`config.mk`:
```
export PLATFORM = sky130hd
export DESIGN_NAME = v2fa_queue
export DESIGN_NICKNAME = d
export VERILOG_FILES = /design/src/rtl/core/v2fa_pkg.sv /design/src/rtl/core/v2fa_queue.sv
export SDC_FILE = /design/constraint.sdc
export NUM_CORES = 1
export LEC_CHECK = 0
export BUFFER_PORTS_ARGS = -buffer_cell sky130_fd_sc_hd__buf_2
export CORE_MARGIN = 1
export CORE_UTILIZATION = 60
export DETAILED_ROUTE_END_ITERATION = 8
export PLACE_DENSITY = 0.83
export SLEW_MARGIN = 20
export SYNTH_ARGS = -nofsm -noshare
export SYNTH_HDL_FRONTEND = slang
export SYNTH_SLANG_ARGS = --single-unit
```
`constraint.sdc`:
```
create_clock -name clk -period 7.4 [get_ports clk]
set_clock_uncertainty 0.1 [all_clocks]
set_input_delay 2.22 -clock clk [delete_from_list [all_inputs] [get_ports clk]]
set_output_delay 2.22 -clock clk [all_outputs]
set_load 0.01 [all_outputs]
```
`src/rtl/core/v2fa_pkg.sv`:
```
`timescale 1ns / 1ps
package v2fa_pkg;

    localparam int COORD_WIDTH = 32;
    localparam int FRAC_BITS   = 16;
    localparam int QUEUE_DEPTH = 4;
    localparam int QCNT_WIDTH  = $clog2(QUEUE_DEPTH + 1);

    localparam logic [COORD_WIDTH-1:0] VAL_MAX = {1'b0, {(COORD_WIDTH-1){1'b1}}};
    localparam logic [COORD_WIDTH-1:0] VAL_MIN = {1'b1, {(COORD_WIDTH-1){1'b0}}};
    // -1.0 in fixed point
    localparam logic [COORD_WIDTH-1:0] NEG_ONE_FIX =
        ~(COORD_WIDTH'(1) << FRAC_BITS) + COORD_WIDTH'(1);

    // code 7 is unused and gives an all-zero result
    typedef enum logic [2:0] {
        KIND_ADD   = 3'd0,
        KIND_SUB   = 3'd1,
        KIND_DIV   = 3'd2,
        KIND_SCALE = 3'd3,
        KIND_LERP  = 3'd4,
        KIND_DIST  = 3'd5,
        KIND_NORM  = 3'd6
    } kind_t;

    typedef struct packed {
        logic [2:0]                    kind;
        logic signed [COORD_WIDTH-1:0] a_x;
        logic signed [COORD_WIDTH-1:0] a_y;
        logic signed [COORD_WIDTH-1:0] b_x;
        logic signed [COORD_WIDTH-1:0] b_y;
        logic signed [COORD_WIDTH-1:0] scalar;
    } cmd_t;

    typedef struct packed {
        logic signed [COORD_WIDTH-1:0] result_x;
        logic signed [COORD_WIDTH-1:0] result_y;
        logic                          degenerate;
        logic                          overflow;
    } rsp_t;

    // classified item, front to back
    typedef struct packed {
        kind_t                         op;
        logic signed [COORD_WIDTH:0]   opnd_x;
        logic signed [COORD_WIDTH:0]   opnd_y;
        logic signed [COORD_WIDTH-1:0] base_x;
        logic signed [COORD_WIDTH-1:0] base_y;
        logic signed [COORD_WIDTH-1:0] scalar;
        logic                          deg;
    } job_t;

    typedef struct packed {
        logic                  full;
        logic [QCNT_WIDTH-1:0] count;
    } qstat_t;

endpackage

```
`src/rtl/core/v2fa_queue.sv`:
```
`timescale 1ns / 1ps
module v2fa_queue (
    input  logic             clk,
    input  logic             rst_n,
    input  logic             push,
    input  v2fa_pkg::job_t   wr_job,
    input  logic             pop,
    output v2fa_pkg::job_t   head,
    output logic             head_valid,
    output v2fa_pkg::qstat_t stat
);

    localparam int DEPTH = v2fa_pkg::QUEUE_DEPTH;
    localparam int CW    = v2fa_pkg::QCNT_WIDTH;
    localparam int PTRW  = (DEPTH > 1) ? $clog2(DEPTH) : 1;

    v2fa_pkg::job_t slot_reg [DEPTH];
    logic [PTRW-1:0] wr_ptr_reg;
    logic [PTRW-1:0] rd_ptr_reg;
    logic [CW-1:0]   count_reg;
    logic [PTRW-1:0] wr_ptr_next;
    logic [PTRW-1:0] rd_ptr_next;
    logic [CW-1:0]   count_next;

    assign head       = slot_reg[rd_ptr_reg];
    assign head_valid = (count_reg != '0);
    assign stat.full  = (count_reg == CW'(DEPTH));
    assign stat.count = count_reg;

    always_comb
    begin
        wr_ptr_next = wr_ptr_reg;
        rd_ptr_next = rd_ptr_reg;
        count_next  = count_reg;
        if (push)
        begin
            wr_ptr_next = (wr_ptr_reg == PTRW'(DEPTH - 1)) ? '0 : wr_ptr_reg + 1'b1;
        end
        if (pop)
        begin
            rd_ptr_next = (rd_ptr_reg == PTRW'(DEPTH - 1)) ? '0 : rd_ptr_reg + 1'b1;
        end
        case ({push, pop})
            2'b10:   count_next = count_reg + 1'b1;
            2'b01:   count_next = count_reg - 1'b1;
            default: count_next = count_reg;
        endcase
    end

    always_ff @(posedge clk or negedge rst_n)
    begin
        if (!rst_n)
        begin
            wr_ptr_reg <= '0;
            rd_ptr_reg <= '0;
            count_reg  <= '0;
        end
        else
        begin
            wr_ptr_reg <= wr_ptr_next;
            rd_ptr_reg <= rd_ptr_next;
            count_reg  <= count_next;
        end
    end

    always_ff @(posedge clk)
    begin
        if (push)
        begin
            slot_reg[wr_ptr_reg] <= wr_job;
        end
    end

endmodule

```
==> impl_metrics.yaml <==
floorplanning:
  dieHeight_um: 204
  core_area_um2: 39900
  dieArea_um2: 41400
  top_level_ports: 341
  fp-row-count: 73
  initial_core_util: 0.611
  die_w_um: 204
sta:
  fmax_ghz: 0.193
  rsz0062_at_grt: "no"
  setup_viol: 0
  drv_slew: 0
  period_minus_slack_ns: 5.18
  hold_viol_final: 0
  worstMarginPinSlew_ns: 0.947
  fin_tns_setup_ns: 0
  maxSlewHeadroom: 0.369
  whs_ns: 0.452
  finalCritPeriodShare: 0.700
synthesis:
  synth_edf_count: 664
  syn-instance-count: 907
  synth_seq_cells: 671
  synthTopCellsByArea: "edfxtp_1 (82%), mux4_2 (15%), dfrtp_1 (0.72%)"
  synth_largest_area_cell: "edfxtp_1"
  synth_nets: 1084
  synthFlopType: "edfxtp_1"
  yosysSeqAreaShare: 0.825
  synth_async_sr_flop_share: 0.0104
  syn-cell-area_um2: 24400
  synth_cell_types: 18
  synth_warnings: 0
  synth.most_common_cell: "edfxtp_1"
  synth_common_cells: "edfxtp_1 (664), mux4_2 (166), buf_2 (19), buf_6 (15), dfrtp_1 (7)"
  synth_top_area_share: 0.818
  synth.avg_cell_area_um2: 26.9
placement:
  io_buffer_count: 340
  dpl.cell_count: 1747
  hpwl_um: 27800
  place.gp.congestion: 0.748
drt:
  firstDrtPassIters: 5
  drc: 0
  antenna_left: 0
  vias: 11200
  via_per_inst: 5.97
  drt-initial-drc-count: 851
  drt_wl_total_um: 50300
  avgRoutedWirePerCell_um: 26.7
clock_network:
  cts_setup_buffers: 0
  cts_max_level: 3
  cts_sinks: 671
  cts_tree: "yes"
  clk_path_buf_depth: 3
  cts_root_buffer: "clkbuf_16"
  clock_latency_ns: 0.57
  post_cts_resized: 0
  cts_made_buffers: 66
  clk_pin_slew_ns: 0.06
  hold_buffers: 0
global_route:
  grt_max_degree: 91
  antenna_found_initial: 21
  first_global_vias: 11800
  grt_pass1_wl_um: 73900
  grt_use_total: 0.248
  grt_overflow: 0
critical_path:
  crit_arrival_ns: 2.86
  path_max_fanout: 64
  crit_path_start_kind: "flip-flop"
  crit_type: "flip-flop to primary output"
  required_ns: 5.08
  critical_path.endpoint_type: "primary output"
power_and_ir_drop:
  ir_drop_mv: 0.356
  pwr_density_cell_nw_per_um2: 402
  p_leak_nw: 9.84
layout:
  largest_register_ffs: 664
  drive_above_1_share: 0.455
  syn_to_final_growth_pct: 18.5
  layout.nets: 1467
  fill_cells: 2161
  fin_cells: 1879
hold_path:
  hold_path.class: "flip-flop to flip-flop"
run_status:
  run_status: "finished clean"
run:
  max_cap_viol_count: 0
## kinds of logic after synthesis
logic type / synth area share
buffers and inverters: 0.0124
muxes: 0.154
and+or+nand+nor: 0.00241
xor gates and xnor gates: 0.00108
DFF: 0.825
adders and majority gates: 0.00390
AOI/OAI and AO/OA: 0.000616
## worst max-delay path: stages (launching register included)
cell and delay (ns):
dfrtp_4 0.94, buf_12 0.47, mux4_2 0.61, buf_2 0.16
## cells in the final DEF, fill, tap and decap left out
master	netlist	routed
clkbuf_1	4	18
xnor2_1	1	1
mux4_2	166	166
fa_1	1	1
nor2_1	2	2
inv_1	6	6
nand2_1	2	2
mux2_2	2	2
buf_12	0	7
dfrtp_4	0	2
buf_4	0	6
o21ai_0	3	3
clkinvlp_4	0	1
or3_1	2	2
ha_1	6	6
diode_2	0	13
clkinv_1	0	18
inv_6	0	1
xor2_1	2	2
and3_1	1	1
buf_2	19	340
clkbuf_16	0	71
clkinv_4	0	1
edfxtp_1	664	664
clkinv_2	0	1
and2_4	0	4
dfrtp_1	7	5
bufinv_16	0	8
## area by class of cell
cell class	count	area [µm²]	share of cell area
flip-flops and latches	671	20100	0.697
inverters	6	22.5	0.000780
diodes	13	32.5	0.00113
well taps	525	657	0.0228
multi-input cells	192	3970	0.137
clock inverters	30	338	0.0117
clock buffers	89	1840	0.0639
repair buffers	353	1890	0.0654
## power breakdown
group          switching [mW]  internal (mW)  total, mW
combinational            1.68           1.42       3.09
sequential              0.268           4.87       5.14
clock                    1.34           2.03       3.36
total                    3.28           8.32       11.6
## final timing paths
check	end	depth (start not counted)	slack, ns	startpoint
max in group asynchronous	rd_ptr_reg[0]$_DFFE_PN0P_	1	5.63	rst_n
worst max-delay path	head[69]	3	2.22	rd_ptr_reg[0]$_DFFE_PN0P_
min in group asynchronous	rd_ptr_reg[1]$_DFFE_PN0P_	1	1.38	rst_n
worst max register to register	slot_reg[0][87]$_DFFE_PP_	4	4.89	wr_ptr_reg[0]$_DFFE_PN0P_
worst min-delay path	count_reg[0]$_DFFE_PN0P_	1	0.45	count_reg[0]$_DFFE_PN0P_
worst min register to register	count_reg[0]$_DFFE_PN0P_	1	0.45	count_reg[0]$_DFFE_PN0P_
## stage by stage
step / total power [mW] / setup slack, ns / cell area [µm²] / utilization
finish: 11.6 / 2.22 / 28900 / 0.723
CTS: 11.7 / 2.11 / 28800 / 0.722
floorplan: 7.24 / 0.755 / 24400 / -
detailed placement: 8.29 / 2.76 / 26700 / 0.668
global placement: 8.21 / 2.77 / 26700 / 0.668
global route: 12.0 / 2.01 / 28900 / 0.723
## metal layers
metal / vias to the layer above / track usage / part of all wire
met5: - / 0 / 0.0024
met4: 20 / 0.0795 / 0.020
met3: 86 / 0.0765 / 0.10
met2: 567 / 0.406 / 0.51
met1: 5821 / 0.321 / 0.37
li1: 4728 / - / -
Power figures use the tool's default switching activity.
