[src/rtl/core/v2fa_pkg.sv]
`timescale 1ns / 1ps
package v2fa_pkg;

    localparam int COORD_WIDTH = 32;
    localparam int FRAC_BITS   = 16;
    localparam int QUEUE_DEPTH = 4;
    localparam int QCNT_WIDTH  = $clog2(QUEUE_DEPTH + 1);

    localparam logic [COORD_WIDTH-1:0] VAL_MAX = {1'b0, {(COORD_WIDTH-1){1'b1}}};
    localparam logic [COORD_WIDTH-1:0] VAL_MIN = {1'b1, {(COORD_WIDTH-1){1'b0}}};
    // -1.0 in fixed point
    localparam logic [COORD_WIDTH-1:0] NEG_ONE_FIX =
        ~(COORD_WIDTH'(1) << FRAC_BITS) + COORD_WIDTH'(1);

    // code 7 is unused and gives an all-zero result
    typedef enum logic [2:0] {
        KIND_ADD   = 3'd0,
        KIND_SUB   = 3'd1,
        KIND_DIV   = 3'd2,
        KIND_SCALE = 3'd3,
        KIND_LERP  = 3'd4,
        KIND_DIST  = 3'd5,
        KIND_NORM  = 3'd6
    } kind_t;

    typedef struct packed {
        logic [2:0]                    kind;
        logic signed [COORD_WIDTH-1:0] a_x;
        logic signed [COORD_WIDTH-1:0] a_y;
        logic signed [COORD_WIDTH-1:0] b_x;
        logic signed [COORD_WIDTH-1:0] b_y;
        logic signed [COORD_WIDTH-1:0] scalar;
    } cmd_t;

    typedef struct packed {
        logic signed [COORD_WIDTH-1:0] result_x;
        logic signed [COORD_WIDTH-1:0] result_y;
        logic                          degenerate;
        logic                          overflow;
    } rsp_t;

    // classified item, front to back
    typedef struct packed {
        kind_t                         op;
        logic signed [COORD_WIDTH:0]   opnd_x;
        logic signed [COORD_WIDTH:0]   opnd_y;
        logic signed [COORD_WIDTH-1:0] base_x;
        logic signed [COORD_WIDTH-1:0] base_y;
        logic signed [COORD_WIDTH-1:0] scalar;
        logic                          deg;
    } job_t;

    typedef struct packed {
        logic                  full;
        logic [QCNT_WIDTH-1:0] count;
    } qstat_t;

endpackage

[src/rtl/core/v2fa_front.sv]
`timescale 1ns / 1ps
module v2fa_front (
    input  v2fa_pkg::cmd_t   cmd,
    input  logic             cmd_valid,
    output logic             cmd_stall,
    input  v2fa_pkg::qstat_t q_stat,
    output logic             push,
    output v2fa_pkg::job_t   job
);

    localparam int W = v2fa_pkg::COORD_WIDTH;

    v2fa_pkg::kind_t op;
    logic signed [W:0] ax;
    logic signed [W:0] ay;
    logic signed [W:0] bx;
    logic signed [W:0] by;
    logic signed [W:0] sum_x;
    logic signed [W:0] sum_y;
    logic signed [W:0] dif_x;
    logic signed [W:0] dif_y;

    assign cmd_stall = q_stat.full;
    assign push      = cmd_valid && !q_stat.full;

    always_comb
    begin
        op    = v2fa_pkg::kind_t'(cmd.kind);
        ax    = {cmd.a_x[W-1], cmd.a_x};
        ay    = {cmd.a_y[W-1], cmd.a_y};
        bx    = {cmd.b_x[W-1], cmd.b_x};
        by    = {cmd.b_y[W-1], cmd.b_y};
        sum_x = ax + bx;
        sum_y = ay + by;
        dif_x = bx - ax;
        dif_y = by - ay;

        job.op     = op;
        job.opnd_x = ax;
        job.opnd_y = ay;
        job.base_x = cmd.a_x;
        job.base_y = cmd.a_y;
        job.scalar = cmd.scalar;
        job.deg    = 1'b0;
        case (op)
            v2fa_pkg::KIND_ADD:
            begin
                job.opnd_x = sum_x;
                job.opnd_y = sum_y;
            end
            v2fa_pkg::KIND_SUB, v2fa_pkg::KIND_LERP:
            begin
                job.opnd_x = dif_x;
                job.opnd_y = dif_y;
            end
            v2fa_pkg::KIND_DIST:
            begin
                job.opnd_x = dif_x;
                job.opnd_y = dif_y;
                job.deg    = (dif_x == '0) && (dif_y == '0);
            end
            v2fa_pkg::KIND_DIV:
            begin
                job.deg = (cmd.scalar == '0);
            end
            v2fa_pkg::KIND_NORM:
            begin
                job.deg = (cmd.a_x == '0) && (cmd.a_y == '0);
            end
            default:
            begin
            end
        endcase
    end

endmodule

[config.mk]
export PLATFORM = sky130hd
export DESIGN_NAME = v2fa_front
export DESIGN_NICKNAME = d
export VERILOG_FILES = /design/src/rtl/core/v2fa_pkg.sv /design/src/rtl/core/v2fa_front.sv
export SDC_FILE = /design/constraint.sdc
export NUM_CORES = 1
export LEC_CHECK = 0
export ABC_CLOCK_PERIOD_IN_PS = 3700
export BUFFER_PORTS_ARGS = -buffer_cell sky130_fd_sc_hd__buf_2
export CAP_MARGIN = 15
export CORE_ASPECT_RATIO = 2
export CORE_UTILIZATION = 53
export DETAILED_ROUTE_END_ITERATION = 16
export GPL_ROUTABILITY_DRIVEN = 0
export PLACE_DENSITY_LB_ADDON = 0.08
export SLEW_MARGIN = 20
export SYNTH_ARGS = -nofsm -noshare
export SYNTH_HDL_FRONTEND = slang
export SYNTH_SLANG_ARGS = --single-unit
[constraint.sdc]
create_clock -name vclk -period 3.7
set_input_delay 0 -clock vclk [all_inputs]
set_output_delay 0 -clock vclk [all_outputs]
set_load 0.01 [all_outputs]
==> results of run 1 <==
==> stage by stage <==
step / setup WS (ns) / area [sq um] / setup TNS (ns) / std cells
after floorplan: 0.454 / 9380 / 0 / 1441
after global placement: -0.0920 / 11100 / -0.0920 / 1921
after detailed placement: -0.118 / 11100 / -0.118 / 1921
after CTS: 0.0170 / 11100 / 0 / 1923
after global routing: -0.198 / 11300 / -0.198 / 1926
final: -0.0420 / 11300 / -0.0420 / 1926
==> cell families (layout without fill, tap and decap cells) <==
| kind of cell | Yosys count | after routing | share of synthesized area, % |
|---|---|---|---|
| and+or+nand+nor | 428 | 428 | 22.0 |
| adders and majority gates | 134 | 134 | 18.2 |
| buffers and inverters | 301 | 576 | 16.5 |
| muxes | 21 | 21 | 2.29 |
| AOI/OAI and AO/OA | 461 | 461 | 31.9 |
| xor gates and xnor gates | 96 | 96 | 9.04 |
==> metal layers <==
layer | wire length [microns] | GRT usage, % | up-vias | share of wire [%]
li1 | - | - | 5583 | -
met1 | 12200 | 39.1 | 5507 | 31
met2 | 19800 | 75.3 | 781 | 50
met3 | 3440 | 8.11 | 302 | 8.6
met4 | 4360 | 37.1 | 4 | 11
met5 | 24 | 0 | - | 0.060
==> timing repair <==
item,in CTS,in global routing
gates resized for setup,1,23
endpoints found under the setup margin,1,5
pin swaps,3,15
setup buffers,2,3
==> layout make-up <==
type               instances  area (sq um)
fillers                 1794          6000
multi-input cells       1140          7950
well taps                210           263
inverters                120           453
repair buffers           456          2610
==> power by group through the flow <==
stage / Combinational, uW / Clock [uW] / Sequential, uW
final: 2270 / 0 / 0
after global routing: 2430 / 0 / 0
after CTS: 2170 / 0 / 0
after detailed placement: 2150 / 0 / 0
after global placement: 2140 / 0 / 0
after floorplan: 1390 / 0 / 0
==> cell usage in the layout, fill, tap and decap left out, types with 6 or more instances in the layout <==
cell and n:
buf_2 330, a21oi_1 159, ha_1 129, nor2_1 125, buf_4 124, inv_1 117, nand2_1 98, o21ai_0 96
xnor2_1 80, nor3_1 44, nor4_1 38, a21o_1 29, nand3_1 22, nand2b_1 20, nor2b_1 19, mux2i_1 17
o21bai_1 17, o31ai_1 16, xor2_1 15, a31oi_1 14, a211oi_1 14, a221oi_1 13, nand4_1 13, o21a_1 11
and3_1 10, o211ai_1 9, or3_1 9, a211o_1 8, a2111oi_0 6
==> worst min-delay path by stage <==
stage	from	to	slack [ns]	cells past startpoint
floorplan	q_stat[3]	push	0.05	1
global placement	cmd[7]	job[8]	0.20	2
detailed placement	cmd[11]	job[12]	0.20	2
CTS	cmd[12]	job[13]	0.20	2
global route	cmd[10]	job[11]	0.21	2
finish	cmd[7]	job[8]	0.20	2
==> results.ini, run 1 <==
[routing]
via_count = 12200
drt-pass1-iter-count = 6
drt-total-wl_microns = 39900
avgViaCountPerCell = 6.32
drt-initial-drc-count = 982
drc = 0
wl_per_cell_microns = 20.7
drtAntennaViolNets = 0

[floorplan]
initial_utilization_pct = 54.3
io_pins = 336
die_area_sq_um = 18300
die_h_microns = 190
die_w_microns = 96.1
rows = 68
core_area_sq_um = 17300

[timing]
worst_slack_ns = -0.0420
grt_setup_unrepaired = yes
max_freq_mhz = 267
setup_violations = 1
relSlewSlack_pct = 29.8
hold_viol = 0
maxSlewViolCount = 0
min_period_ns = 3.74
whs_ns = 0.198
min_period_over_period_pct = 101
tightest_slew_ns = 1.05

[logic_synthesis]
netlist-cell-type-count = 83
syn_area_sq_um = 9380
syn_avg_cell_area_sq_um = 6.51
synth.top_cell.area_share_pct = 17.3
ys_top_cells_by_count = a21oi_1, ha_1, nor2_1
yosysSeqAreaShare_pct = 0
postSynthNetCount = 1743
synth_top_cell_by_area = ha_1
synth_most_common_cell = a21oi_1
ys_warn_count = 0
synth_area_leaders = ha_1, a21oi_1, buf_4
syn_inst = 1441

[worst_hold_path]
hp-class = in -> out

[grt]
grt-ovfl-total = 0
grt_usage_pct = 42.2
grt_pass1_vias = 11700
grt_pass1_wl_microns = 59100
grt_max_degree = 84
antenna_found_initial = 2

[finish]
nFlopsAndLatches = 0
diodes = 0
seq_area_sq_um = 0
nNetsFinal = 2020
clock_buffers = 0
drive_gt1_share_pct = 29.3
area_delta_synth_final_pct = 20.2
final_core_util_pct = 65.3

[clocking]
ctsHoldBuffers = 0

[run_status]
status = complete, but fails checks
violations = setup timing

[setup_path]
cp_top_family = compound AO/OA/AOI/OAI gates
critPathArrivalTime_ns = 3.74
cp.required_ns = 3.70
end_kind = output port
path_class = in -> out
cp_common_cell = buf_4
worst-path-buf-inv = 7
path_max_fanout = 4
worst_path_largest_cell_delay_ns = 0.38
slowest_stage = fa_2
crit_end = job[0]
cp-start-kind = input port
startpoint = cmd[32]
cp_cell_sequence = buf_2 > inv_1 > ha_1 > inv_1 > fa_2 > a211oi_4 > o21ai_2 > a221oi_4 > buf_4 > nor2_1 > nor2_1 > o21ai_0 > xnor2_1 > buf_4 > nand4_1 > nor4_2 > buf_4 > nand3_4 > o41ai_4 > buf_4
worstSetupPathDepth = 20

[power_and_ir_drop]
p_sw_uw = 1360
peakVddDrop_mv = 0.102
combPwrFrac_pct = 100.0
seqPwrFrac_pct = 0
power_density_nw_per_um2 = 201
switching_share_pct = 59.7
clockPowerShare_pct = 0
power.leakage_uw = 0.00568
intPower_uw = 915
p_total_uw = 2270

[placed_design]
placement.io_buffers = 333
hpwl_microns = 33200

[flow_run]
cap_violations = 0

(Power assumes the default switching activity.)
==> inputs of run 2 (changes only) <==
--- a/config.mk
+++ b/config.mk
@@ -8,7 +8,7 @@
 export ABC_CLOCK_PERIOD_IN_PS = 3700
 export BUFFER_PORTS_ARGS = -buffer_cell sky130_fd_sc_hd__buf_2
 export CAP_MARGIN = 15
-export CORE_ASPECT_RATIO = 2
+export CORE_ASPECT_RATIO = 1.1
 export CORE_UTILIZATION = 53
 export DETAILED_ROUTE_END_ITERATION = 16
 export GPL_ROUTABILITY_DRIVEN = 0
==> run 2 against run 1 <==
Compared with the run above: the flow now finishes without violations; critical path depth down 2; count of clock-buffer cells in the layout unchanged; maximum frequency up 1.7%; core utilization up 2.0 points; non-clock buffer count up 32; sequential share of layout area unchanged; critical endpoint unchanged; largest cell class unchanged; largest power group unchanged.
==> results.ini, run 2 (synthesis gave the netlist of run 1 again) <==
[power_and_ir_drop]
power_density_nw_per_um2 = 196
p_total_uw = 2260
power.leakage_uw = 0.00584
peakVddDrop_mv = 0.0999

[routing]
drt-initial-drc-count = 1127
drc = 0
via_count = 12000
wl_per_cell_microns = 19.5
drt-total-wl_microns = 38600
avgViaCountPerCell = 6.07
drt-pass1-iter-count = 5
drtAntennaViolNets = 0

[flow_run]
cap_violations = 0

[worst_hold_path]
hp-class = in -> out

[timing]
final.setup.tns_ns = 0
tightest_slew_ns = 1.02
grt_setup_unrepaired = yes
relSlewSlack_pct = 30.5
setup_violations = 0
hold_viol = 0
min_period_ns = 3.68
maxSlewViolCount = 0
whs_ns = 0.196
min_period_over_period_pct = 99.5
max_freq_mhz = 272

[setup_path]
path_class = in -> out
worst-path-buf-inv = 6
cp_top_family = compound AO/OA/AOI/OAI gates
cp.required_ns = 3.70
worst_path_largest_cell_delay_ns = 0.43
slowest_stage = fa_2
cp_cell_sequence = buf_2 > inv_1 > ha_1 > inv_1 > fa_2 > a211oi_4 > o21ai_4 > a221oi_4 > o21a_1 > mux2i_1 > buf_4 > nand3_1 > a211o_1 > nor4_2 > buf_4 > nand3_2 > o41ai_4 > buf_2
critPathArrivalTime_ns = 3.68
cp-start-kind = input port
end_kind = output port
path_max_fanout = 5

[floorplan]
rows = 50
initial_utilization_pct = 54.7
die_h_microns = 142
io_pins = 336
core_area_sq_um = 17100
die_w_microns = 129
die_area_sq_um = 18200

[finish]
layout.cells.non_filler = 1984
drive_gt1_share_pct = 30.7
final_common_cell = buf_2
area_delta_synth_final_pct = 23.0
fin_area_sq_um = 11500
clock_buffers = 0
nFlopsAndLatches = 0
final_cell_mix = buf_2, a21oi_1, buf_4
seq_area_sq_um = 0
nNetsFinal = 2052

[placed_design]
detailed_place.area_sq_um = 11400
hpwl_microns = 32100
placement.io_buffers = 333
dp_cells = 1978

[grt]
antenna_found_initial = 2
grt_pass1_vias = 10600
grt_max_degree = 82
grt_pass1_wl_microns = 57300
grt-ovfl-total = 0
grt_usage_pct = 40.0

[clocking]
ctsHoldBuffers = 0

[run_status]
status = finished clean

-- run 2: cell types whose count changed in the layout (fill, tap and decap cells not counted), sizes merged --
cell	before	now
buf	456	488
diode	0	2
-- run 2: final cells by class --
class | instances | area, sq um
multi-input cells | 1140 | 7950
fillers | 1702 | 5610
repair buffers | 488 | 2830
inverters | 120 | 450
well taps | 234 | 293
diodes | 2 | 5.00
-- run 2: timing repair --
item                       4_1_cts  5_1_grt
gates resized for setup          1       18
pin swaps                        1       16
setup buffers                    0        4
setup endpoints to repair        1        2
-- run 2: final timing paths --
path                start       to  slack (ns)  cells after the start
setup / recovery  cmd[32]   job[0]        0.02                     18
hold / removal    cmd[10]  job[11]        0.20                      2
-- run 2: report_power, final --
part	internal (uW)	switching (uW)	total [uW]	leakage (uW)
Combinational	943	1320	2260	0.00584
Clock	0.0000725	0	0.0000726	0.0000000127
Sequential	0	0	0	0
-- run 2: per-layer routing --
layer  track usage [%]  up-vias  routed length (microns)
li1                  -     5646                        -
met1              49.5     5475                    14800
met2              65.3      797                    17400
met3              8.75      121                     4370
met4              18.9        0                     2020
met5                 0        -                        0
-- run 2: through the flow --
step                util (%)  setup slack [ns]
global route            67.3            -0.212
floorplan                  -             0.454
detailed placement      66.4           -0.0256
CTS                     66.5            0.0184
finish                  67.3            0.0187
global placement        66.4           -0.0351
==> inputs of run 3 (changes only) <==
--- a/config.mk
+++ b/config.mk
@@ -13,6 +13,7 @@
 export DETAILED_ROUTE_END_ITERATION = 16
 export GPL_ROUTABILITY_DRIVEN = 0
 export PLACE_DENSITY_LB_ADDON = 0.08
+export RECOVER_POWER = 50
 export SLEW_MARGIN = 20
 export SYNTH_ARGS = -nofsm -noshare
 export SYNTH_HDL_FRONTEND = slang
==> run 3 against run 2 <==
Compared with the run above: count of clock-buffer cells in the layout did not move; flip-flop and latch count did not move; setup slack improved by 0.016 ns; first-iteration DRC count rose by 3.3%; die area did not move; critical path type unchanged; core utilization fell by 0.60 points; worst hold slack improved by 0.021 ns; critical endpoint unchanged; global-route usage did not move; final cell count did not move.
==> results.ini, run 3 (synthesis gave the netlist of run 1 again) <==
[power_and_ir_drop]
seqPwrFrac_pct = 0
peakVddDrop_mv = 0.0993
intPower_uw = 931
clockPowerShare_pct = 0
p_sw_uw = 1320
switching_share_pct = 58.6
power.leakage_uw = 0.00561
power_density_nw_per_um2 = 197
combPwrFrac_pct = 100.0

[setup_path]
path_max_fanout = 3
cp_cell_sequence = buf_2 > inv_1 > ha_1 > inv_1 > fa_2 > a21o_1 > a22o_1 > o221a_1 > or2_4 > a31o_4 > a31oi_4 > xnor2_2 > nand3_1 > a211o_1 > nor4_2 > buf_4 > nand3_2 > o41ai_4 > buf_2
cp_top_family = compound AO/OA/AOI/OAI gates
cp-start-kind = input port
slowest_stage = o41ai_4
worst_path_largest_cell_delay_ns = 0.38
worst-path-buf-inv = 5
worstSetupPathDepth = 19
end_kind = output port
cp.required_ns = 3.70
critPathArrivalTime_ns = 3.67
path_class = in -> out

[grt]
grt_max_degree = 82
grt_pass1_wl_microns = 57300
grt_usage_pct = 40.0
antenna_found_initial = 2
grt-ovfl-total = 0
grt_pass1_vias = 10600

[floorplan]
die_area_sq_um = 18200
die_h_microns = 142
initial_utilization_pct = 54.7
rows = 50
io_pins = 336
die_w_microns = 129
core_area_sq_um = 17100

[routing]
drt-pass1-iter-count = 8
drt-initial-drc-count = 1164
avgViaCountPerCell = 6.03
drtAntennaViolNets = 0
drc = 0
drt-total-wl_microns = 38500
via_count = 12000
wl_per_cell_microns = 19.4

[placed_design]
detailed_place.area_sq_um = 11400
hpwl_microns = 32100
placement.io_buffers = 333
dp_cells = 1978

[finish]
seq_area_sq_um = 0
drive_gt1_share_pct = 26.0
final_common_cell = buf_2
fin_area_sq_um = 11400
multi_input_area_sq_um = 7950
final_cell_mix = buf_2, a21oi_1, buf_4
area_delta_synth_final_pct = 21.9
clock_buffers = 0
nNetsFinal = 2052
n_fill_cell = 1755
layout.cells.non_filler = 1984
nFlopsAndLatches = 0

[timing]
max_freq_mhz = 273
relSlewSlack_pct = 31.3
min_period_over_period_pct = 99.1
min_period_ns = 3.67
final.setup.tns_ns = 0
maxSlewViolCount = 0
tightest_slew_ns = 1.00
grt_setup_unrepaired = yes
setup_violations = 0
hold_viol = 0
whs_ns = 0.217

[run_status]
status = finished clean

[worst_hold_path]
hold_depth = 2
hp-class = in -> out

[flow_run]
cap_violations = 0

[clocking]
ctsHoldBuffers = 0

==> run 3: path summary, 6_finish.rpt <==
kind                    start      end  slack (ns)
worst min-delay path  cmd[10]  job[11]        0.22
worst max-delay path  cmd[64]   job[0]        0.03
==> run 3: cell type report <==
type	instances	area share, %
Multi-Input combinational cell	1140	69.6
Timing Repair Buffer	488	23.9
Inverter	120	3.94
Tap cell	234	2.56
Antenna cell	2	0.0438
==> run 3: power by group through the flow <==
stage	sequential (uW)	clock [uW]	combinational (uW)
5_1_grt	0	0.0000724	2410
4_1_cts	0	0	2170
6_report	0	0.0000726	2250
3_5_place_dp	0	0	2160
2_1_floorplan	0	0	1390
3_3_place_gp	0	0	2140
==> run 3: per-layer routing <==
layer | global-route usage [%] | wire length, microns | up-vias
li1 | - | - | 5652
met1 | 49.5 | 14800 | 5403
met2 | 65.3 | 17100 | 788
met3 | 8.75 | 4390 | 120
met4 | 18.9 | 2170 | 0
met5 | 0 | 0 | -
==> run 3: repair_timing <==
action | 4_1_cts | 5_1_grt
pin swaps | 1 | 16
gates resized for setup | 1 | 18
endpoints found under the setup margin | 1 | 2
buffers inserted | 0 | 4
==> run 3: per-stage QoR <==
stage / worst slack (ns) / total power, uW / util [%]
5_1_grt: -0.212 / 2410 / 66.7
6_report: 0.0348 / 2250 / 66.7
2_1_floorplan: 0.454 / 1390 / -
3_5_place_dp: -0.0256 / 2160 / 66.4
3_3_place_gp: -0.0351 / 2140 / 66.4
4_1_cts: 0.0184 / 2170 / 66.5
